[config.mk]
export PLATFORM = sky130hd
export DESIGN_NAME = packet_word_chunk_segmenter_core
export DESIGN_NICKNAME = d
export VERILOG_FILES = /design/src/sv/pwcs_pkg.sv /design/src/sv/packet_word_chunk_segmenter_core.sv /design/src/sv/pwcs_csr.sv /design/src/sv/pwcs_byte_unit.sv
export SDC_FILE = /design/constraint.sdc
export NUM_CORES = 1
export LEC_CHECK = 0
export ABC_AREA = 0
export BUFFER_PORTS_ARGS = -buffer_cell sky130_fd_sc_hd__buf_2
export CAP_MARGIN = 20
export CORE_MARGIN = 3
export CORE_UTILIZATION = 35
export CTS_CLUSTER_DIAMETER = 60
export DETAILED_ROUTE_END_ITERATION = 7
export PLACE_DENSITY_LB_ADDON = 0.12
export SLEW_MARGIN = 5
export SYNTH_ARGS = -nofsm -noshare
export SYNTH_HDL_FRONTEND = slang
export SYNTH_HIERARCHICAL = 1
export SYNTH_SLANG_ARGS = --single-unit
[constraint.sdc]
create_clock -name clock -period 6.3 [get_ports clock]
set_input_delay 0.945 -clock clock [delete_from_list [all_inputs] [get_ports clock]]
set_output_delay 0.945 -clock clock [all_outputs]
set_load 0.1 [all_outputs]
[src/sv/pwcs_pkg.sv]
// Shared types and constants for the packet word chunk segmenter.
// No dependencies; imported by every module of the block.
package pwcs_pkg;

   // Field widths fixed by the interface
   localparam int unsigned BYTES_W = 13;
   localparam int unsigned PRIO_W  = 3;
   localparam int unsigned TAG_W   = 16;
   localparam int unsigned SEQ_W   = 6;
   localparam int unsigned BW_W    = 9;
   localparam int unsigned CHUNK_W = 5;
   localparam int unsigned CHB_W   = BW_W + CHUNK_W;
   localparam int unsigned CSR_IDX_W = 2;

   // Register indexes of the configuration port
   localparam logic [CSR_IDX_W-1:0] CSR_WORD_BYTES  = 2'd0;
   localparam logic [CSR_IDX_W-1:0] CSR_FIRST_CHUNK = 2'd1;
   localparam logic [CSR_IDX_W-1:0] CSR_LATER_CHUNK = 2'd2;

   // Reset values of the registers
   localparam logic [BW_W-1:0]    WORD_BYTES_RST  = 9'd128;
   localparam logic [CHUNK_W-1:0] FIRST_CHUNK_RST = 5'd2;
   localparam logic [CHUNK_W-1:0] LATER_CHUNK_RST = 5'd1;

   // Effective configuration, zero values already mapped to one
   typedef struct packed {
      logic [BW_W-1:0]    word_bytes;
      logic [CHUNK_W-1:0] first_chunk;
      logic [CHUNK_W-1:0] later_chunk;
   } cfg_type;

   // Result of one pass through the byte unit
   typedef struct packed {
      logic               last_word;
      logic               fits_chunk;
      logic [BW_W-1:0]    valid_bytes;
      logic [BYTES_W-1:0] bytes_next;
   } step_type;

endpackage

[src/sv/packet_word_chunk_segmenter_core.sv]
// Packet to bus-word segmenter. A packet descriptor is taken when req_stall is low and
// the block then emits one bus word per cycle while rsp_stall is low: req_stall stays high
// until a packet of N words has emitted its final word (N up to MAX_WORDS, 64 by
// default); a zero-length packet emits nothing.
// The rate is set by the single byte unit that subtracts one bus width per word. A
// registered result stage holds each word under rsp_stall, and the next packet is taken
// while the final word still waits there. The user must change settings only while
// idle; the block itself does not enforce it.
module packet_word_chunk_segmenter_core #(
   parameter int unsigned MAX_WORDS = 64
) (
   input  logic                              clock,
   input  logic                              reset,
   // configuration write port
   input  logic                              csr_valid,
   output logic                              csr_ready,
   input  logic [pwcs_pkg::CSR_IDX_W-1:0]    csr_index,
   input  logic [pwcs_pkg::BW_W-1:0]         csr_wdata,
   // packet descriptor channel
   input  logic                              req_valid,
   output logic                              req_stall,
   input  logic [pwcs_pkg::BYTES_W-1:0]      req_packet_bytes,
   input  logic [pwcs_pkg::PRIO_W-1:0]       req_packet_priority,
   input  logic [pwcs_pkg::TAG_W-1:0]        req_packet_tag,
   // bus word channel
   output logic                              rsp_valid,
   input  logic                              rsp_stall,
   output logic [pwcs_pkg::TAG_W-1:0]        rsp_word_tag,
   output logic [pwcs_pkg::PRIO_W-1:0]       rsp_word_priority,
   output logic [pwcs_pkg::SEQ_W-1:0]        rsp_word_seq,
   output logic [pwcs_pkg::BW_W-1:0]         rsp_valid_bytes,
   output logic                              rsp_sop_flag,
   output logic                              rsp_eop_flag,
   output logic                              rsp_chunk_first,
   output logic                              rsp_chunk_last,
   output logic                              rsp_run_last
);
   import pwcs_pkg::*;

   localparam int unsigned CNT_W = $clog2(MAX_WORDS);
   localparam logic        ST_IDLE = 1'b0;
   localparam logic        ST_RUN  = 1'b1;

   cfg_type  cfg;
   step_type step;

   // sequencer state
   logic               state_ff, state_in;
   logic [BYTES_W-1:0] bytes_ff, bytes_in;
   logic [PRIO_W-1:0]  prio_ff, prio_in;
   logic [TAG_W-1:0]   tag_ff, tag_in;
   logic [CNT_W-1:0]   cnt_ff, cnt_in;
   logic [CHUNK_W-1:0] pos_ff, pos_in;
   logic               first_ff, first_in;
   logic               ceop_ff, ceop_in;

   // result register
   logic               out_valid_ff, out_valid_in;
   logic [TAG_W-1:0]   out_tag_ff, out_tag_in;
   logic [PRIO_W-1:0]  out_prio_ff, out_prio_in;
   logic [SEQ_W-1:0]   out_seq_ff, out_seq_in;
   logic [BW_W-1:0]    out_vb_ff, out_vb_in;
   logic               out_sop_ff, out_sop_in;
   logic               out_eop_ff, out_eop_in;
   logic               out_cfirst_ff, out_cfirst_in;
   logic               out_clast_ff, out_clast_in;
   logic               out_rlast_ff, out_rlast_in;

   logic               take_req;
   logic               emit;
   logic [CHUNK_W-1:0] size;
   logic               chunk_start;
   logic               chunk_end;
   logic               chunk_eop;
   logic               run_last;

   pwcs_csr u_csr (
      .clock     (clock),
      .reset     (reset),
      .csr_valid (csr_valid),
      .csr_ready (csr_ready),
      .csr_index (csr_index),
      .csr_wdata (csr_wdata),
      .cfg       (cfg)
   );

   pwcs_byte_unit u_byte (
      .bytes_left (bytes_ff),
      .word_bytes (cfg.word_bytes),
      .chunk_size (size),
      .step       (step)
   );

   assign req_stall = (state_ff == ST_RUN);
   assign take_req  = req_valid && !req_stall;
   // Produce a word when running and the result register frees up
   assign emit      = (state_ff == ST_RUN) && (!out_valid_ff || !rsp_stall);

   // Chunk position decode
   assign size        = first_ff ? cfg.first_chunk : cfg.later_chunk;
   assign chunk_start = (pos_ff == '0);
   assign chunk_end   = chunk_start ? (size == CHUNK_W'(1)) : (pos_ff == size - CHUNK_W'(1));
   assign chunk_eop   = chunk_start ? step.fits_chunk : ceop_ff;
   assign run_last    = step.last_word || (cnt_ff == CNT_W'(MAX_WORDS - 1));

   // Sequencer next state
   always_comb begin
      state_in = state_ff;
      bytes_in = bytes_ff;
      prio_in  = prio_ff;
      tag_in   = tag_ff;
      cnt_in   = cnt_ff;
      pos_in   = pos_ff;
      first_in = first_ff;
      ceop_in  = ceop_ff;
      if (take_req) begin
         state_in = (req_packet_bytes != '0) ? ST_RUN : ST_IDLE;
         bytes_in = req_packet_bytes;
         prio_in  = req_packet_priority;
         tag_in   = req_packet_tag;
         cnt_in   = '0;
         pos_in   = '0;
         first_in = 1'b1;
         ceop_in  = 1'b0;
      end else if (emit) begin
         bytes_in = step.bytes_next;
         cnt_in   = cnt_ff + CNT_W'(1);
         ceop_in  = chunk_eop;
         if (chunk_end) begin
            pos_in   = '0;
            first_in = 1'b0;
         end else begin
            pos_in = pos_ff + CHUNK_W'(1);
         end
         if (run_last) begin
            state_in = ST_IDLE;
         end
      end
   end

   // Result register next value: load on emit, drop on an accepted beat
   always_comb begin
      out_valid_in  = out_valid_ff;
      out_tag_in    = out_tag_ff;
      out_prio_in   = out_prio_ff;
      out_seq_in    = out_seq_ff;
      out_vb_in     = out_vb_ff;
      out_sop_in    = out_sop_ff;
      out_eop_in    = out_eop_ff;
      out_cfirst_in = out_cfirst_ff;
      out_clast_in  = out_clast_ff;
      out_rlast_in  = out_rlast_ff;
      if (emit) begin
         out_valid_in  = 1'b1;
         out_tag_in    = tag_ff;
         out_prio_in   = prio_ff;
         out_seq_in    = SEQ_W'(cnt_ff);
         out_vb_in     = step.valid_bytes;
         out_sop_in    = first_ff;
         out_eop_in    = chunk_eop || step.last_word;
         out_cfirst_in = chunk_start;
         out_clast_in  = chunk_end || step.last_word;
         out_rlast_in  = run_last;
      end else if (out_valid_ff && !rsp_stall) begin
         out_valid_in = 1'b0;
      end
   end

   // Control registers
   always_ff @(posedge clock) begin
      if (reset) begin
         state_ff     <= ST_IDLE;
         out_valid_ff <= 1'b0;
      end else begin
         state_ff     <= state_in;
         out_valid_ff <= out_valid_in;
      end
   end

   // Payload registers
   always_ff @(posedge clock) begin
      bytes_ff      <= bytes_in;
      prio_ff       <= prio_in;
      tag_ff        <= tag_in;
      cnt_ff        <= cnt_in;
      pos_ff        <= pos_in;
      first_ff      <= first_in;
      ceop_ff       <= ceop_in;
      out_tag_ff    <= out_tag_in;
      out_prio_ff   <= out_prio_in;
      out_seq_ff    <= out_seq_in;
      out_vb_ff     <= out_vb_in;
      out_sop_ff    <= out_sop_in;
      out_eop_ff    <= out_eop_in;
      out_cfirst_ff <= out_cfirst_in;
      out_clast_ff  <= out_clast_in;
      out_rlast_ff  <= out_rlast_in;
   end

   assign rsp_valid         = out_valid_ff;
   assign rsp_word_tag      = out_tag_ff;
   assign rsp_word_priority = out_prio_ff;
   assign rsp_word_seq      = out_seq_ff;
   assign rsp_valid_bytes   = out_vb_ff;
   assign rsp_sop_flag      = out_sop_ff;
   assign rsp_eop_flag      = out_eop_ff;
   assign rsp_chunk_first   = out_cfirst_ff;
   assign rsp_chunk_last    = out_clast_ff;
   assign rsp_run_last      = out_rlast_ff;

   // A running packet always has bytes left to cut
   a_run_has_bytes: assert property (@(posedge clock) disable iff (reset)
      (state_ff == ST_RUN) |-> (bytes_ff != '0))
      else $error("running with no bytes left");

   // Every emitted word carries at least one byte
   a_word_nonempty: assert property (@(posedge clock) disable iff (reset)
      out_valid_ff |-> (out_vb_ff != '0))
      else $error("empty bus word");

   // Emitting the final word returns the sequencer to idle
   a_last_ends_run: assert property (@(posedge clock) disable iff (reset)
      (emit && run_last) |=> (state_ff == ST_IDLE))
      else $error("sequencer still running after final word");

   // A word that is not final is followed by more work
   a_more_after_word: assert property (@(posedge clock) disable iff (reset)
      (emit && !run_last) |=> (state_ff == ST_RUN))
      else $error("sequencer stopped before final word");

endmodule

[src/sv/pwcs_csr.sv]
// Configuration registers of the segmenter: bus width and chunk sizes.
// Depends on pwcs_pkg; presents the effective settings as a cfg_type.
module pwcs_csr (
   input  logic                             clock,
   input  logic                             reset,
   input  logic                             csr_valid,
   output logic                             csr_ready,
   input  logic [pwcs_pkg::CSR_IDX_W-1:0]   csr_index,
   input  logic [pwcs_pkg::BW_W-1:0]        csr_wdata,
   output pwcs_pkg::cfg_type                cfg
);
   import pwcs_pkg::*;

   logic [BW_W-1:0]    word_bytes_ff;
   logic [CHUNK_W-1:0] first_chunk_ff;
   logic [CHUNK_W-1:0] later_chunk_ff;

   // Always take a write beat
   assign csr_ready = 1'b1;

   // Update the addressed register; ignore unknown indexes
   always_ff @(posedge clock) begin
      if (reset) begin
         word_bytes_ff  <= WORD_BYTES_RST;
         first_chunk_ff <= FIRST_CHUNK_RST;
         later_chunk_ff <= LATER_CHUNK_RST;
      end else if (csr_valid && csr_ready) begin
         case (csr_index)
            CSR_WORD_BYTES:  word_bytes_ff  <= csr_wdata;
            CSR_FIRST_CHUNK: first_chunk_ff <= csr_wdata[CHUNK_W-1:0];
            CSR_LATER_CHUNK: later_chunk_ff <= csr_wdata[CHUNK_W-1:0];
            default: ;
         endcase
      end
   end

   // Map zero settings to one
   always_comb begin
      cfg.word_bytes  = (word_bytes_ff == '0)  ? BW_W'(1)    : word_bytes_ff;
      cfg.first_chunk = (first_chunk_ff == '0) ? CHUNK_W'(1) : first_chunk_ff;
      cfg.later_chunk = (later_chunk_ff == '0) ? CHUNK_W'(1) : later_chunk_ff;
   end

endmodule

[src/sv/pwcs_byte_unit.sv]
// Shared byte unit: one subtract and compare of remaining bytes per word.
// Depends on pwcs_pkg; used once per emitted word by the sequencer.
module pwcs_byte_unit (
   input  logic [pwcs_pkg::BYTES_W-1:0] bytes_left,
   input  logic [pwcs_pkg::BW_W-1:0]    word_bytes,
   input  logic [pwcs_pkg::CHUNK_W-1:0] chunk_size,
   output pwcs_pkg::step_type           step
);
   import pwcs_pkg::*;

   logic [CHB_W-1:0]   chunk_bytes;
   logic [BYTES_W:0]   bytes_ext;
   logic [BYTES_W:0]   width_ext;

   assign bytes_ext   = {1'b0, bytes_left};
   assign width_ext   = (BYTES_W+1)'(word_bytes);
   // Bytes a whole chunk of this size carries
   assign chunk_bytes = CHB_W'(chunk_size) * CHB_W'(word_bytes);

   // Decide the final word and advance the byte count by one bus word
   always_comb begin
      step.last_word   = (bytes_ext <= width_ext);
      step.fits_chunk  = (CHB_W'(bytes_left) <= chunk_bytes);
      step.valid_bytes = step.last_word ? bytes_left[BW_W-1:0] : word_bytes;
      step.bytes_next  = step.last_word ? '0 : BYTES_W'(bytes_ext - width_ext);
   end

endmodule

After elaboration in Yosys (flattened, before gate mapping)
Cells that the tools add are included.

Add/subtract/negate cells: 4. Multiply operators: 1. Div/mod/pow operators: 0. $lt $le $gt $ge: 2. Equality and inequality tests: 5. Shifts and indexed selects: 0. Mux-type cells: 17. Bitwise gates (word level): 0. Reductions and logical operators: 24.

Operator list (count): $mux W13 (3); $mux W5 (4); $mux W9 (2); $logic_not A5 Y1 (3); $le A13 B14 Y1 (1); $mul A5 B9 Y14 (1); $le A13 B9 Y1 (1); $reduce_bool A13 Y1 (1); $sub A13 B9 Y13 (1); $reduce_and A2 Y1 (5); $logic_not A9 Y1 (1); $mux W1 (8); $add A6 B1 Y6 const B (1); $eq A6 B6 Y1 const B (1); $reduce_bool A2 Y1 (3); $add A5 B1 Y5 const B (1); $eq A5 B1 Y1 const B (1); $eq A5 B5 Y1 (1); $sub A5 B1 Y5 const B (1); $logic_or A1 B1 Y1 (4); $logic_and A1 B1 Y1 (3); $logic_not A1 Y1 (3); $eq A2 B1 Y1 const B (1); $eq A2 B2 Y1 const B (1); $logic_not A2 Y1 (1).

Flip-flop bits (word level): 105. Latch bits: 0. Bits in writable memories: 0. Bits in read-only memories: 0. Bits of input ports: 48. Word-level logic and storage cells: 74. Memories kept: 0.

Depth between registers and ports, before layout
Depth in word-level cells: 7. Mapped depth: 23. Gate-level depth less buffers: 22.

Modules after synthesis
The synthesis kept the hierarchy.

Modules (own cells, without submodules): packet_word_chunk_segmenter_core (times used 1, cells each 226, area each 3264.4 um^2); pwcs_byte_unit (times used 1, cells each 342, area each 2676.3 um^2); pwcs_csr (times used 1, cells each 102, area each 924.6 um^2).

Worst setup path after synthesis
Ideal clock, no wire load.

Path type: register to register. Start: register first_ff. End: register out_eop_ff (netlist: rsp_eop_flag) (data pin). Library setup time: 259 ps. Data arrival time: 4893 ps. Required time: 6041 ps. Slack: 1148 ps. Cell stages (with the launch flop): 23. Buffers on the path: 1. Cells stage by stage: dfxtp_1 > buf_6 > mux2i_1 > inv_1 > and2_1 > fa_1 > fa_1 > inv_1 > fa_1 > inv_1 > ha_1 > o21ai_0 > nand2_1 > a31o_2 > mux2i_1 > nor2_1 > ha_1 > nand3_1 > nor3_1 > o31ai_1 > o211ai_1 > nand3_1 > a211o_1.

RTL lines: start: declaration (RTL line packet_word_chunk_segmenter_core.sv:54) `logic first_ff, first_in;`; start signal: assignment (RTL line packet_word_chunk_segmenter_core.sv:187) `first_ff <= first_in;`; end signal: assignment (RTL line packet_word_chunk_segmenter_core.sv:194) `out_eop_ff <= out_eop_in;`; end: declaration (RTL line packet_word_chunk_segmenter_core.sv:64) `logic out_eop_ff, out_eop_in;`.

==> results.txt <==
Cells after Synth: 670
H-tree Lvls: 3
R2R Path Start: first_ff
Starting DRT DRC Count: 360
Seq/Total Area, Yosys: 0.410
design area: 7770 sq um
DR vias/cell: 5.07
Clock Skew: 9.77 ps
die area: 21300 sq um
# rows: 50
count of pins over their slew limit: 0
drt drc: 0
critical path class: flop to flop
count leader, synth: nand2_1
worst reg2reg setup slack: 400 ps
crit end category: flop
share of layout cells above drive strength 1: 0.188
CTS clk-pin slew, worst paths: 80 ps
Fin Setup TNS: 0 ps
Net Count, Synth: 789
Bufs on Longest Clock Path: 2
post-CTS setup buffers: 0
Hold Fails Final Rpt: 0
Synth Register Bits: 105
gpl congestion: 0.853
share of synthesized cell area in and, or, nand and nor gates: 0.186
Nets: 854
Syn Area/Cell: 10.2 sq um
crit start category: flop
# hold bufs at CTS: 0
required time worst endpoint: 6400 ps
Synth Warn #: 6
WHS: 425 ps
Worst Reg2Reg Path Length in Cells: 21
Setup Slack @ Placement: 450 ps
filler cell count in the final layout: 1867
Achievable Freq: 0.169 GHz
area grow syn2layout: 13.2%
min Tclk post-route: 5900 ps
Crit path arrival time: 6010 ps
post-synth top area share: 0.311
MaxCap Viol Count: 0
cts repair resizes: 0
status: finished clean
post-synthesis cell area: 6870 sq um
Final Cycle Share: 0.937
global-route wire length before repair: 26.4 mm
Die Ht: 146 microns
vias in the first global route: 4941
CTS tree: built
maximum vdd drop: 0.000178 V
I/O pins: 90
Rel. slew slack: 0.308
DP HPWL: 12.3 mm
ys flop type: edfxtp_1
grt ovf: 0
Synth area leader: edfxtp_1
port bufs: 88
clock buffer count from CTS: 9
Worst Hold Class: flop to flop
Skew-Pair Late Insertion Delay: 360 ps
Pre-antenna DRT Iters: 4
largest net degree at the start of global routing: 50
Placed Area: 7470 sq um
Antenna Nets Post-Route: 0
post-synthesis mux area share: 0.0425
Power Dens Cells: 315 nW/um^2
adder-cell share of the synthesized area: 0.153
initial antenna violation count: 0
RSZ-0062 raised after global routing: no
Compound-Gate Fraction of Synth Area: 0.126
aggregate global-route resource usage: 0.152
starting density of the core: 0.362
RR Endpoint: rsp_eop_flag
leakage: 0.00329 uW
Post-Route WL: 16.3 mm
Inserted Diodes: 0
Sink Count: 105
CP max FO: 9
Setup Viol. Count Final: 0
ys async rst share: 0
final worst slack: 397 ps
synth top area cells: edfxtp_1 (31%), dfxtp_1 (9.9%), ha_1 (8.9%)
Post-synth EDFFs: 71
Distinct cells, synth: 74
total number of vias: 5070
XOR/XNOR Fraction of Synth Area: 0.0304
core area: 19000 sq um
most instantiated cells after synthesis: nand2_1 (84), edfxtp_1 (71), ha_1 (49)
CTS Root Cell: clkbuf_16
largest family of logic cells by synthesized area: simple AND/OR/NAND/NOR gates
Die Span X: 146 microns
wire per inst: 16.3 microns
hold depth: 0
Worst Min Path Start: tag_ff[15]
Worst Tran Pin Value: 1030 ps
Hold Crit Endpoint: rsp_word_tag[15]
-- metrics by stage --
step	power, uW	util	cells
after CTS	2470	0.410	1000
after global routing	2600	0.410	1000
final	2450	0.410	1000
after floorplan	1700	-	670
after detailed placement	1900	0.394	984
after global placement	1890	0.394	984
-- flip-flops by register name, summed over array words and instances, names as in the netlist, 6 cells and up --
register and cells:
cnt_ff 6, tag_ff 16, bytes_ff 13, u_csr/word_bytes_ff 9
rsp_word_seq 6, rsp_word_tag 16, rsp_valid_bytes 9
-- logic make-up after synthesis --
group / after synthesis
adder cells (fa/ha/maj): 71
other: 1
multiplexers: 28
flip-flops: 105
AND/OR/NAND/NOR: 244
buffers and inverters: 82
XOR/XNOR: 23
AO/OA/AOI/OAI: 116
-- final cells by class --
type | count | area [sq um] | share of cell area
inverter | 46 | 173 | 0.0222
timing repair buffer | 90 | 455 | 0.0586
sequential | 105 | 2810 | 0.362
clock buffer | 9 | 225 | 0.0290
tap | 260 | 325 | 0.0418
multi-input combinational | 483 | 3700 | 0.476
clock inverter | 7 | 80.1 | 0.0103
-- power by group --
part | switching [uW] | total [uW] | leakage, uW | internal (uW)
clock | 281 | 564 | 0.000146 | 283
combinational | 627 | 943 | 0.00219 | 316
sequential | 94.5 | 942 | 0.000955 | 847
total | 1000 | 2450 | 0.00329 | 1450
-- layout by cell type (no fill, tap or decap), types with 9 or more instances in the layout --
cell type  instances
dfxtp_1           34
a21oi_1           32
inv_1             44
fa_1              22
nand2_1           84
edfxtp_1          71
xor2_1            15
buf_2             88
nand3_1           18
and2_1            32
ha_1              49
clkbuf_16          9
o211ai_2          10
nand2b_1          27
nor3_1            17
mux2i_1           25
o21ai_0            9
o211ai_1          12
nor2_1            33
-- worst max-delay path by stage --
| stage | from | to | slack (ps) | cells after the start |
|---|---|---|---|---|
| after floorplan | first_ff | rsp_eop_flag | 1150 | 22 |
| after global placement | first_ff | rsp_eop_flag | 580 | 21 |
| after detailed placement | first_ff | rsp_eop_flag | 450 | 21 |
| after CTS | first_ff | rsp_eop_flag | 380 | 21 |
| after global routing | first_ff | rsp_eop_flag | 60 | 21 |
| final | first_ff | rsp_eop_flag | 400 | 21 |
-- worst max-delay path, stage by stage (launching register included) --
cell      delay [ps]
dfxtp_1          460
mux2i_1          400
inv_1            220
and2_1           230
fa_1             500
fa_1             540
inv_1             50
fa_1             530
inv_1             40
ha_1             330
o21ai_0          140
o21ai_0          280
a31o_2           240
mux2i_1          190
nor2_1            70
ha_1             290
nand3_1          120
nor3_1           280
o31ai_1          130
o211ai_1         100
nand3_1          210
a211o_1          320
-- routing by layer --
layer,wire length (microns),global-route usage,vias to the layer above
li1,-,-,2484
met1,7690,0.204,2466
met2,7640,0.250,104
met3,671,0.0335,16
met4,259,0.0409,0
met5,0,0,-
No activity file was read; power rests on OpenSTA's default activity.
